`src/hw/rtl/trsa_pkg.sv`:
```
// Package for the toy RSA character encryptor: shared types, codes and constants.
// No dependencies; compile first.
`timescale 1ns / 1ps

package trsa_pkg;

    localparam logic [7:0] CHAR_OFFSET = 8'd96;
    localparam logic [5:0] RESET_P     = 6'd3;
    localparam logic [5:0] RESET_Q     = 6'd7;

    // Exponent candidates: the first eight primes. At most five divide a totient t
    // below 4096 and two more can equal p or q; one remains, used only if below t.
    localparam int CAND_W    = 3;
    localparam int EXP_W     = 5;
    localparam logic [CAND_W-1:0] LAST_CAND = CAND_W'(7);

    // Serial reduction: one bit of the multiplier per step.
    localparam int BITS_W    = 12;
    localparam int STEP_W    = 4;
    localparam int DIV_STEPS = 12;
    localparam int MUL_STEPS = 8;

    // Register index codes (byte address bit 2).
    localparam logic REG_PRIME_P = 1'b0;
    localparam logic REG_PRIME_Q = 1'b1;

    typedef enum logic [2:0] {
        ST_KEYS,
        ST_SEARCH,
        ST_DIV,
        ST_CHECK,
        ST_IDLE,
        ST_MUL,
        ST_RUPD,
        ST_FINISH
    } t_state;

    typedef enum logic [2:0] {
        DP_NOP,
        DP_KEYS,
        DP_DIV_LOAD,
        DP_STEP,
        DP_SET_E,
        DP_ITEM_LOAD,
        DP_ROUND_END,
        DP_OUT
    } t_dp_op;

    typedef struct packed {
        t_dp_op            op;
        logic [CAND_W-1:0] cand_idx;
    } t_dp_cmd;

    typedef struct packed {
        logic [EXP_W-1:0] exp;
        logic             cand_lt_t;
        logic             cand_ok;
        logic             out_free;
    } t_dp_stat;

    function automatic logic [EXP_W-1:0] cand_prime(input logic [CAND_W-1:0] idx);
        logic [EXP_W-1:0] v;
        unique case (idx)
            3'd0: v = 5'd2;
            3'd1: v = 5'd3;
            3'd2: v = 5'd5;
            3'd3: v = 5'd7;
            3'd4: v = 5'd11;
            3'd5: v = 5'd13;
            3'd6: v = 5'd17;
            3'd7: v = 5'd19;
        endcase
        return v;
    endfunction

endpackage

```
`src/hw/rtl/trsa_if.sv`:
```
// Valid/ready channel interfaces for character input and cipher output.
// No dependencies.
`timescale 1ns / 1ps

interface trsa_in_if;
    logic       valid;
    logic       ready;
    logic [7:0] char_code;
    logic       last_of_word;

    modport source(output valid, char_code, last_of_word, input ready);
    modport sink(input valid, char_code, last_of_word, output ready);
endinterface

interface trsa_out_if;
    logic              valid;
    logic              ready;
    logic signed [12:0] residue;
    logic [7:0]        cipher_byte;
    logic [7:0]        word_number;
    logic              word_end;

    modport source(output valid, residue, cipher_byte, word_number, word_end, input ready);
    modport sink(input valid, residue, cipher_byte, word_number, word_end, output ready);
endinterface

```
`src/hw/rtl/trsa_dp.sv`:
```
// Datapath: key registers, shared serial modular reducer, item and output registers.
// Depends on trsa_pkg.
`timescale 1ns / 1ps

module trsa_dp import trsa_pkg::*; (
    input  logic               i_clk,
    input  logic               i_rst_n,
    input  t_dp_cmd            i_cmd,
    input  logic [5:0]         i_prime_p,
    input  logic [5:0]         i_prime_q,
    input  logic [7:0]         i_char_code,
    input  logic               i_last_of_word,
    input  logic               i_out_ready,
    output t_dp_stat           o_stat,
    output logic               o_out_valid,
    output logic signed [12:0] o_residue,
    output logic [7:0]         o_cipher_byte,
    output logic [7:0]         o_word_number,
    output logic               o_word_end
);

    // key state
    logic [11:0]        r_mod_n;
    logic signed [12:0] r_tot;
    logic [EXP_W-1:0]   r_exp;
    // reducer
    logic [11:0]        r_acc;
    logic [11:0]        r_mul;
    logic [11:0]        r_modv;
    logic [BITS_W-1:0]  r_bits;
    // current item
    logic [7:0]         r_abs_pt;
    logic               r_spt;
    logic               r_sign;
    logic [7:0]         r_wnum;
    logic               r_wend;
    logic [7:0]         r_wcnt;
    // output register
    logic               r_out_valid;
    logic signed [12:0] r_out_res;
    logic [7:0]         r_out_cipher;
    logic [7:0]         r_out_wnum;
    logic               r_out_wend;

    logic [EXP_W-1:0]   w_cand;
    logic [11:0]        w_n;
    logic signed [6:0]  w_pm1;
    logic signed [6:0]  w_qm1;
    logic signed [13:0] w_tot;
    logic [8:0]         w_pt;
    logic [8:0]         w_pt_neg;
    logic [7:0]         w_abs_pt;
    logic [13:0]        w_sum;
    logic [13:0]        w_m1;
    logic [13:0]        w_m2;
    logic [11:0]        w_red;
    logic [12:0]        w_mag;
    logic signed [12:0] w_res;

    assign w_cand = cand_prime(i_cmd.cand_idx);

    assign w_n   = i_prime_p * i_prime_q;
    assign w_pm1 = $signed({1'b0, i_prime_p}) - 7'sd1;
    assign w_qm1 = $signed({1'b0, i_prime_q}) - 7'sd1;
    assign w_tot = w_pm1 * w_qm1;

    assign w_pt     = {1'b0, i_char_code} - {1'b0, CHAR_OFFSET};
    assign w_pt_neg = -w_pt;
    assign w_abs_pt = w_pt[8] ? w_pt_neg[7:0] : w_pt[7:0];

    // acc <- (2*acc + bit*mul) mod modv; inputs below modv keep the sum under 3*modv
    assign w_sum = {1'b0, r_acc, 1'b0} + (r_bits[BITS_W-1] ? {2'b00, r_mul} : 14'd0);
    assign w_m1  = {2'b00, r_modv};
    assign w_m2  = {1'b0, r_modv, 1'b0};

    always_comb begin
        if (w_sum >= w_m2) begin
            w_red = 12'(w_sum - w_m2);
        end else if (w_sum >= w_m1) begin
            w_red = 12'(w_sum - w_m1);
        end else begin
            w_red = w_sum[11:0];
        end
    end

    assign w_mag = {1'b0, r_mul};
    assign w_res = r_sign ? $signed(-w_mag) : $signed(w_mag);

    always_ff @(posedge i_clk) begin
        if (!i_rst_n) begin
            r_out_valid <= 1'b0;
            r_wcnt      <= 8'd0;
            r_exp       <= '0;
        end else begin
            if (i_cmd.op == DP_OUT) begin
                r_out_valid <= 1'b1;
            end else if (i_out_ready) begin
                r_out_valid <= 1'b0;
            end
            if (i_cmd.op == DP_KEYS) begin
                r_exp <= '0;
            end else if (i_cmd.op == DP_SET_E) begin
                r_exp <= w_cand;
            end
            if (i_cmd.op == DP_ITEM_LOAD && i_last_of_word) begin
                r_wcnt <= r_wcnt + 8'd1;
            end
        end
    end

    always_ff @(posedge i_clk) begin
        unique case (i_cmd.op)
            DP_NOP, DP_SET_E: begin
            end
            DP_KEYS: begin
                r_mod_n <= w_n;
                r_tot   <= w_tot[12:0];
            end
            DP_DIV_LOAD: begin
                r_acc  <= 12'd0;
                r_mul  <= 12'd1;
                r_modv <= {7'd0, w_cand};
                r_bits <= r_tot[11:0];
            end
            DP_STEP: begin
                r_acc  <= w_red;
                r_bits <= {r_bits[BITS_W-2:0], 1'b0};
            end
            DP_ITEM_LOAD: begin
                r_acc    <= 12'd0;
                r_mul    <= 12'd1;
                r_sign   <= 1'b0;
                r_modv   <= r_mod_n;
                r_bits   <= {w_abs_pt, 4'd0};
                r_abs_pt <= w_abs_pt;
                r_spt    <= w_pt[8];
                r_wnum   <= r_wcnt;
                r_wend   <= i_last_of_word;
            end
            DP_ROUND_END: begin
                r_mul  <= r_acc;
                r_sign <= r_sign ^ r_spt;
                r_acc  <= 12'd0;
                r_bits <= {r_abs_pt, 4'd0};
            end
            DP_OUT: begin
                r_out_res    <= w_res;
                r_out_cipher <= w_res[7:0] + CHAR_OFFSET;
                r_out_wnum   <= r_wnum;
                r_out_wend   <= r_wend;
            end
        endcase
    end

    assign o_stat.exp       = r_exp;
    assign o_stat.cand_lt_t = $signed({8'd0, w_cand}) < r_tot;
    assign o_stat.cand_ok   = (r_acc != 12'd0) && ({1'b0, w_cand} != i_prime_p)
                              && ({1'b0, w_cand} != i_prime_q);
    assign o_stat.out_free  = !r_out_valid || i_out_ready;

    assign o_out_valid   = r_out_valid;
    assign o_residue     = r_out_res;
    assign o_cipher_byte = r_out_cipher;
    assign o_word_number = r_out_wnum;
    assign o_word_end    = r_out_wend;

    // reducer keeps its accumulator below the modulus after every step
    a_acc_reduced: assert property (@(posedge i_clk) disable iff (!i_rst_n)
        (i_cmd.op == DP_STEP) |=> (r_acc < r_modv))
        else $error("reducer accumulator not below modulus");

    // an exponent only exists with a modulus of at least four
    a_exp_mod: assert property (@(posedge i_clk) disable iff (!i_rst_n)
        (r_exp != '0) |-> (r_mod_n >= 12'd4))
        else $error("nonzero exponent with tiny modulus");

endmodule

```
`src/hw/rtl/trsa_ctrl.sv`:
```
// Controller: sequences key derivation, exponentiation rounds and result hand-off.
// Depends on trsa_pkg.
`timescale 1ns / 1ps

module trsa_ctrl import trsa_pkg::*; (
    input  logic     i_clk,
    input  logic     i_rst_n,
    input  logic     i_cfg_wr,
    input  logic     i_in_valid,
    input  t_dp_stat i_stat,
    output logic     o_in_ready,
    output t_dp_cmd  o_cmd
);

    t_state              r_state, n_state;
    logic [CAND_W-1:0]   r_idx, n_idx;
    logic [STEP_W-1:0]   r_step, n_step;
    logic [EXP_W-1:0]    r_rnd, n_rnd;
    logic                w_last_rnd;

    assign w_last_rnd = (EXP_W'(r_rnd + 1'b1) == i_stat.exp);

    always_ff @(posedge i_clk) begin
        if (!i_rst_n) begin
            r_state <= ST_KEYS;
            r_idx   <= '0;
            r_step  <= '0;
            r_rnd   <= '0;
        end else begin
            r_state <= n_state;
            r_idx   <= n_idx;
            r_step  <= n_step;
            r_rnd   <= n_rnd;
        end
    end

    // next state
    always_comb begin
        n_state = r_state;
        unique case (r_state)
            ST_KEYS:   n_state = ST_SEARCH;
            ST_SEARCH: n_state = i_stat.cand_lt_t ? ST_DIV : ST_IDLE;
            ST_DIV: begin
                if (r_step == '0) n_state = ST_CHECK;
            end
            ST_CHECK: begin
                n_state = (i_stat.cand_ok || r_idx == LAST_CAND) ? ST_IDLE : ST_SEARCH;
            end
            ST_IDLE: begin
                if (i_in_valid) n_state = (i_stat.exp == '0) ? ST_FINISH : ST_MUL;
            end
            ST_MUL: begin
                if (r_step == '0) n_state = ST_RUPD;
            end
            ST_RUPD:   n_state = w_last_rnd ? ST_FINISH : ST_MUL;
            ST_FINISH: begin
                if (i_stat.out_free) n_state = ST_IDLE;
            end
            default:   n_state = ST_KEYS;
        endcase
        if (i_cfg_wr) n_state = ST_KEYS;
    end

    // outputs and counters
    always_comb begin
        o_cmd.op       = DP_NOP;
        o_cmd.cand_idx = r_idx;
        o_in_ready     = 1'b0;
        n_idx          = r_idx;
        n_step         = r_step;
        n_rnd          = r_rnd;
        unique case (r_state)
            ST_KEYS: begin
                o_cmd.op = DP_KEYS;
                n_idx    = '0;
            end
            ST_SEARCH: begin
                if (i_stat.cand_lt_t) begin
                    o_cmd.op = DP_DIV_LOAD;
                    n_step   = STEP_W'(DIV_STEPS - 1);
                end
            end
            ST_DIV: begin
                o_cmd.op = DP_STEP;
                n_step   = r_step - 1'b1;
            end
            ST_CHECK: begin
                if (i_stat.cand_ok) begin
                    o_cmd.op = DP_SET_E;
                end else begin
                    n_idx = r_idx + 1'b1;
                end
            end
            ST_IDLE: begin
                o_in_ready = !i_cfg_wr;
                if (i_in_valid && !i_cfg_wr) begin
                    o_cmd.op = DP_ITEM_LOAD;
                    n_step   = STEP_W'(MUL_STEPS - 1);
                    n_rnd    = '0;
                end
            end
            ST_MUL: begin
                o_cmd.op = DP_STEP;
                n_step   = r_step - 1'b1;
            end
            ST_RUPD: begin
                o_cmd.op = DP_ROUND_END;
                n_step   = STEP_W'(MUL_STEPS - 1);
                n_rnd    = r_rnd + 1'b1;
            end
            ST_FINISH: begin
                if (i_stat.out_free) o_cmd.op = DP_OUT;
            end
            default: begin
            end
        endcase
    end

    a_out_free: assert property (@(posedge i_clk) disable iff (!i_rst_n)
        (o_cmd.op == DP_OUT) |-> i_stat.out_free)
        else $error("result loaded over an untaken result");

    a_rnd_bound: assert property (@(posedge i_clk) disable iff (!i_rst_n)
        (r_state == ST_MUL) |-> (r_rnd < i_stat.exp))
        else $error("round count past exponent");

    a_item_path: assert property (@(posedge i_clk) disable iff (!i_rst_n)
        (o_in_ready && i_in_valid) |=> (r_state == ST_MUL || r_state == ST_FINISH))
        else $error("accepted transaction did not start exponentiation");

endmodule

```
`src/hw/rtl/toy_rsa_character_encryptor.sv`:
```
// Top level of the toy RSA character encryptor: APB register file, controller, datapath.
// Depends on trsa_pkg, trsa_if, trsa_ctrl, trsa_dp.
`timescale 1ns / 1ps

// Usage
//   Configuration: APB-style port, registers prime_p at 0x0 and prime_q at 0x4
//   (6-bit values, pready tied high). A write restarts key derivation:
//   n = p*q, t = (p-1)*(q-1), e = smallest of the first eight primes below t
//   that does not divide t and is neither p nor q (0 if none). Derivation is a
//   key load, then at most eight candidates, each a compare, twelve serial
//   t-mod-candidate steps and a check; i_char.ready stays low meanwhile and in
//   the write's access cycle.
//   Reset: p=3, q=7, word counter cleared, then the same derivation (e=5).
//   Input i_char: one character transaction per valid/ready handshake.
//   Output o_cipher: one result transaction per character, in order.
//   Rounds: each of the e rounds is a bit-serial modular multiply
//   (one multiplier bit per cycle through the shared reducer) followed by a
//   round update that latches the product. The result register loads in
//   ST_FINISH, entered after the last round update or directly from ST_IDLE
//   when e is 0, and the next character is accepted back in ST_IDLE.
//   The result sits in an output register; the next character is accepted
//   while it waits. If the receiver stalls, the following result is held
//   inside and no further character is taken until the output register frees.

module toy_rsa_character_encryptor import trsa_pkg::*; (
    input  logic        i_clk,
    input  logic        i_rst_n,
    input  logic        psel,
    input  logic        penable,
    input  logic        pwrite,
    input  logic [2:0]  paddr,
    input  logic [31:0] pwdata,
    output logic [31:0] prdata,
    output logic        pready,
    trsa_in_if.sink     i_char,
    trsa_out_if.source  o_cipher
);

    logic [5:0] r_prime_p;
    logic [5:0] r_prime_q;
    logic       w_cfg_wr;
    t_dp_cmd    w_cmd;
    t_dp_stat   w_stat;

    // register write on the APB access phase
    assign pready   = 1'b1;
    assign w_cfg_wr = psel && penable && pwrite && pready;

    always_ff @(posedge i_clk) begin
        if (!i_rst_n) begin
            r_prime_p <= RESET_P;
            r_prime_q <= RESET_Q;
        end else if (w_cfg_wr) begin
            unique case (paddr[2])
                REG_PRIME_P: r_prime_p <= pwdata[5:0];
                REG_PRIME_Q: r_prime_q <= pwdata[5:0];
            endcase
        end
    end

    always_comb begin
        unique case (paddr[2])
            REG_PRIME_P: prdata = {26'd0, r_prime_p};
            REG_PRIME_Q: prdata = {26'd0, r_prime_q};
        endcase
    end

    trsa_ctrl u_ctrl (
        .i_clk      (i_clk),
        .i_rst_n    (i_rst_n),
        .i_cfg_wr   (w_cfg_wr),
        .i_in_valid (i_char.valid),
        .i_stat     (w_stat),
        .o_in_ready (i_char.ready),
        .o_cmd      (w_cmd)
    );

    trsa_dp u_dp (
        .i_clk          (i_clk),
        .i_rst_n        (i_rst_n),
        .i_cmd          (w_cmd),
        .i_prime_p      (r_prime_p),
        .i_prime_q      (r_prime_q),
        .i_char_code    (i_char.char_code),
        .i_last_of_word (i_char.last_of_word),
        .i_out_ready    (o_cipher.ready),
        .o_stat         (w_stat),
        .o_out_valid    (o_cipher.valid),
        .o_residue      (o_cipher.residue),
        .o_cipher_byte  (o_cipher.cipher_byte),
        .o_word_number  (o_cipher.word_number),
        .o_word_end     (o_cipher.word_end)
    );

endmodule
```
`src/flat_wrapper.sv`:
```
// flat-port wrapper written by rule: the top's interface ports become plain ports
module toy_rsa_character_encryptor_flat import trsa_pkg::*;
  (i_clk, i_rst_n, psel, penable, pwrite, paddr, pwdata, prdata, pready, i_char_valid, i_char_char_code, i_char_last_of_word, i_char_ready, o_cipher_valid, o_cipher_residue, o_cipher_cipher_byte, o_cipher_word_number, o_cipher_word_end, o_cipher_ready);
  trsa_in_if i_char_i ();
  trsa_out_if o_cipher_i ();
  input  logic i_clk;
  input  logic i_rst_n;
  input  logic psel;
  input  logic penable;
  input  logic pwrite;
  input  logic [2:0] paddr;
  input  logic [31:0] pwdata;
  output logic [31:0] prdata;
  output logic pready;
  input wire logic [$bits(i_char_i.valid)-1:0] i_char_valid;
  input wire logic [$bits(i_char_i.char_code)-1:0] i_char_char_code;
  input wire logic [$bits(i_char_i.last_of_word)-1:0] i_char_last_of_word;
  output wire logic [$bits(i_char_i.ready)-1:0] i_char_ready;
  output wire logic [$bits(o_cipher_i.valid)-1:0] o_cipher_valid;
  output wire logic [$bits(o_cipher_i.residue)-1:0] o_cipher_residue;
  output wire logic [$bits(o_cipher_i.cipher_byte)-1:0] o_cipher_cipher_byte;
  output wire logic [$bits(o_cipher_i.word_number)-1:0] o_cipher_word_number;
  output wire logic [$bits(o_cipher_i.word_end)-1:0] o_cipher_word_end;
  input wire logic [$bits(o_cipher_i.ready)-1:0] o_cipher_ready;
  assign i_char_i.valid = i_char_valid;
  assign i_char_i.char_code = i_char_char_code;
  assign i_char_i.last_of_word = i_char_last_of_word;
  assign i_char_ready = i_char_i.ready;
  assign o_cipher_valid = o_cipher_i.valid;
  assign o_cipher_residue = o_cipher_i.residue;
  assign o_cipher_cipher_byte = o_cipher_i.cipher_byte;
  assign o_cipher_word_number = o_cipher_i.word_number;
  assign o_cipher_word_end = o_cipher_i.word_end;
  assign o_cipher_i.ready = o_cipher_ready;
  toy_rsa_character_encryptor u_core (.i_clk(i_clk), .i_rst_n(i_rst_n), .psel(psel), .penable(penable), .pwrite(pwrite), .paddr(paddr), .pwdata(pwdata), .prdata(prdata), .pready(pready), .i_char(i_char_i), .o_cipher(o_cipher_i));
endmodule
```
`config.mk`:
```
export PLATFORM = sky130hd
export DESIGN_NAME = toy_rsa_character_encryptor_flat
export DESIGN_NICKNAME = d
export VERILOG_FILES = /design/src/hw/rtl/trsa_pkg.sv /design/src/hw/rtl/trsa_if.sv /design/src/hw/rtl/trsa_dp.sv /design/src/hw/rtl/trsa_ctrl.sv /design/src/hw/rtl/toy_rsa_character_encryptor.sv /design/src/flat_wrapper.sv
export SDC_FILE = /design/constraint.sdc
export NUM_CORES = 1
export LEC_CHECK = 0
export BUFFER_PORTS_ARGS = -buffer_cell sky130_fd_sc_hd__buf_2
export CELL_PAD_IN_SITES_DETAIL_PLACEMENT = 1
export CELL_PAD_IN_SITES_GLOBAL_PLACEMENT = 1
export CORE_UTILIZATION = 42
export CTS_BUF_LIST = sky130_fd_sc_hd__clkbuf_4 sky130_fd_sc_hd__clkbuf_8 sky130_fd_sc_hd__clkbuf_16
export DETAILED_ROUTE_END_ITERATION = 7
export PLACE_DENSITY_LB_ADDON = 0.1
export SLEW_MARGIN = 20
export SYNTH_ARGS = -nofsm -noshare
export SYNTH_HDL_FRONTEND = slang
export SYNTH_SLANG_ARGS = --single-unit
export TNS_END_PERCENT = 5
```
`constraint.sdc`:
```
create_clock -name i_clk -period 7.4 [get_ports i_clk]
set_input_delay 1.11 -clock i_clk [delete_from_list [all_inputs] [get_ports i_clk]]
set_output_delay 1.11 -clock i_clk [all_outputs]
set_load 0.005 [all_outputs]
```
==> qor.yml <==
yosys:
  synth_top_family_by_area: "adder cells"
  syn_area_per_cell_sq_um: 10.1
  yosys.cell_types.count: 68
  synth_compound_area_frac: 0.113
  ys_ff_latch: 163
  yosysSeqAreaShare: 0.370
  synthMuxAreaShare: 0.0328
  synth-xor-area-share: 0.0731
  synth_edf_count: 117
  synthArstFlopShare: 0
  yosys.area_share.simple: 0.140
  synthFlopType: "edfxtp_1"
  yosysWarnings: 0
  syn_inst: 1189
  synth_adder_area_share: 0.197
  netlist_area_sq_um: 12000
power:
  p_switching_mw: 1.88
  ir_worst_vdd_mv: 0.159
  power_leakage_nw: 5.80
  combPwrFrac: 0.514
  p_total_mw: 4.53
  power_switching_share: 0.414
  seq_power_share: 0.293
  power_density_nw_per_um2: 347
  p_int_mw: 2.65
  pwr-share-clk: 0.193
clock_network:
  cts_max_path_buffers: 2
  cts.sinks: 163
  ctsResizeCount: 0
  cts.hold.buffers_added: 0
  tritoncts: "yes"
  cts_setup_buffers: 0
  clock_latency_ns: 0.43
  clk_pin_slew_ns: 0.07
  htree_num_levels: 4
  cts_made_buffers: 17
  clockRootBuffer: "clkbuf_16"
timing:
  finalSetupViolations: 0
  fin_ws_ns: 1.75
  slew_violations: 0
  skew_ns: 0.0197
  worstMarginPinSlew_ns: 0.915
  hold_viol_final: 0
  fin_crit_sh: 0.764
  fmax_ghz: 0.177
  rsz0062_at_grt: "false"
  slew_headroom: 0.388
  fin_setup_tns_ns: 0
  min_period_ns: 5.65
floorplan:
  die_h_um: 171
  core_area_sq_um: 27900
  initial_utilization: 0.429
  io-pin-count: 116
  die_x_um: 171
  rows: 61
  dieArea_sq_um: 29200
run:
  cap_violations: 0
grt:
  first_global_vias: 8853
  antenna_found_initial: 0
  grt_max_degree: 43
  grt_overflow_total: 0
  grtUsageTotal: 0.193
  grt_pass1_wl_mm: 44.4
place:
  gp_congestion: 0.807
  portBuffers: 60
  dp_hpwl_mm: 20.4
  pre_cts_ws_ns: 1.71
finish:
  final_nets: 1433
  antenna-diode-count: 0
  area_growth_pct: 9.05
  final_layout_size_suffix_gt1_frac: 0.103
route:
  dr.pass1.iters: 5
  wire_per_inst_um: 16.2
  ant_nets: 0
  vias: 8365
  first_iter_violations: 291
  drc_errors: 0
  vias_per_cell: 5.17
  wl_mm: 26.3
run_status:
  status: "finished clean"
min_path:
  hp-class: "reg2reg"
critical_path:
  critPathLaunchType: "flip-flop"
  arrival_ns: 5.83
  crit_required_ns: 7.57
  critPathCaptureType: "flip-flop"
  critPathKind: "reg2reg"
  critPathMaxFanout: 16
-- cell usage in the layout (no fill, tap or decap), drive strengths merged, types with 14 or more instances in the layout --
master | netlist | routed
a21o | 17 | 17
a21oi | 53 | 53
and2 | 45 | 45
and3 | 20 | 20
buf | 41 | 62
clkbuf | 27 | 17
conb | 2 | 27
dfxtp | 46 | 46
edfxtp | 117 | 117
fa | 56 | 56
ha | 99 | 99
inv | 129 | 135
mux2i | 28 | 28
nand2 | 72 | 72
nand3 | 29 | 29
nor2 | 88 | 88
nor2b | 15 | 15
nor3 | 18 | 18
o21ai | 31 | 31
or2 | 14 | 14
xnor2 | 72 | 72
xor2 | 28 | 28
-- stage by stage --
stage	area, sq um	utilization	cells	hold slack [ns]
after floorplan	12100	-	1214	0.400
after global placement	12500	0.446	1586	0.403
after detailed placement	12500	0.446	1586	0.406
after CTS	13100	0.468	1618	0.423
after global routing	13100	0.468	1618	0.431
final	13100	0.468	1618	0.420
-- layer usage --
layer  up-vias  GRT usage  routed length [um]
met5         -          0                   0
met4         0     0.0435                 190
met3        15     0.0278                 791
met2       122      0.333               12700
met1      4090      0.254               12600
li1       4138          -                   -
-- path summary, 6_finish.rpt --
check / startpoint / end / slack [ns] / cells after the start
worst max-delay path: u_core.r_prime_q[0]$_SDFFE_PN1P_ / u_core.u_dp.r_tot[11]$_DFFE_PP_ / 1.75 / 19
worst min-delay path: u_core.u_dp.r_wnum[2]$_DFFE_PN_ / u_core.u_dp.o_word_number[2]$_DFFE_PP_ / 0.42 / 0
worst max register to register: u_core.r_prime_q[0]$_SDFFE_PN1P_ / u_core.u_dp.r_tot[11]$_DFFE_PP_ / 1.75 / 19
worst min register to register: u_core.u_dp.r_wnum[2]$_DFFE_PN_ / u_core.u_dp.o_word_number[2]$_DFFE_PP_ / 0.42 / 0
-- power groups by stage --
| stage | logic, mW | registers [mW] | clock network (mW) |
|---|---|---|---|
| 2_1_floorplan | 1.86 | 1.29 | 0 |
| 3_3_place_gp | 2.28 | 1.34 | 0 |
| 3_5_place_dp | 2.33 | 1.35 | 0 |
| 4_1_cts | 2.34 | 1.33 | 0.903 |
| 5_1_grt | 2.63 | 1.35 | 0.932 |
| 6_report | 2.33 | 1.33 | 0.873 |
-- state kept, by name (all words and copies together), names as in the netlist, 3 cells and up --
register and flops:
u_core.u_dp.o_residue 13, u_core.u_dp.r_tot 13, u_core.u_dp.r_acc 12, u_core.u_dp.r_bits 12, u_core.u_dp.r_mod_n 12, u_core.u_dp.r_modv 12
u_core.u_dp.r_mul 12, u_core.u_dp.o_word_number 8, u_core.u_dp.r_abs_pt 8, u_core.u_dp.r_wcnt 8, u_core.u_dp.r_wnum 8, u_core.r_prime_p 6
u_core.r_prime_q 6, u_core.u_ctrl.r_rnd 5, u_core.u_dp.r_exp 5, u_core.u_dp.w_cand 5, u_core.u_ctrl.r_step 4, u_core.u_ctrl.r_idx 3
u_core.u_ctrl.r_state 3, u_core.u_dp.o_cipher_byte 3
-- cells in the mapped netlist, types with 14 or more instances --
cell	n	area, sq um
inv_1	128	480
edfxtp_1	117	3510
ha_1	99	1240
nor2_1	88	330
xnor2_1	72	631
nand2_1	71	267
fa_1	56	1120
a21oi_1	53	265
dfxtp_1	46	921
and2_1	45	282
buf_4	34	255
o21ai_0	31	155
mux2i_1	28	280
nand3_1	28	140
xor2_1	28	245
clkbuf_1	26	97.6
and3_1	20	125
a21o_1	17	128
nor3_1	17	85.1
nor2b_1	15	93.8
or2_2	14	87.6
-- critical path, stage by stage, from the launching register on --
cell,delay (ns)
dfxtp_1,0.72
inv_1,0.16
ha_1,0.26
nand2_1,0.09
xor2_1,0.51
or2_2,0.23
fa_1,0.44
fa_1,0.55
inv_1,0.06
fa_1,0.53
inv_1,0.05
fa_1,0.53
inv_1,0.04
ha_1,0.32
a21oi_1,0.22
o21bai_1,0.09
a21oi_1,0.23
o21bai_1,0.09
a21oi_1,0.18
xnor2_1,0.09
-- final cells by class --
class | instances | area (sq um)
tap | 378 | 473
timing repair buffer | 62 | 315
fill | 3158 | 14900
inverter | 130 | 488
clock buffer | 17 | 425
sequential | 163 | 4430
clock inverter | 15 | 166
multi-input combinational | 853 | 6770
-- cells by family after synthesis --
family | Yosys count
compound gates | 197
mux | 38
simple gates | 336
xor+xnor | 100
other cells | 2
flops | 163
fa+ha+maj | 155
buf+inv | 198
No activity file was read; power rests on OpenSTA's default activity.
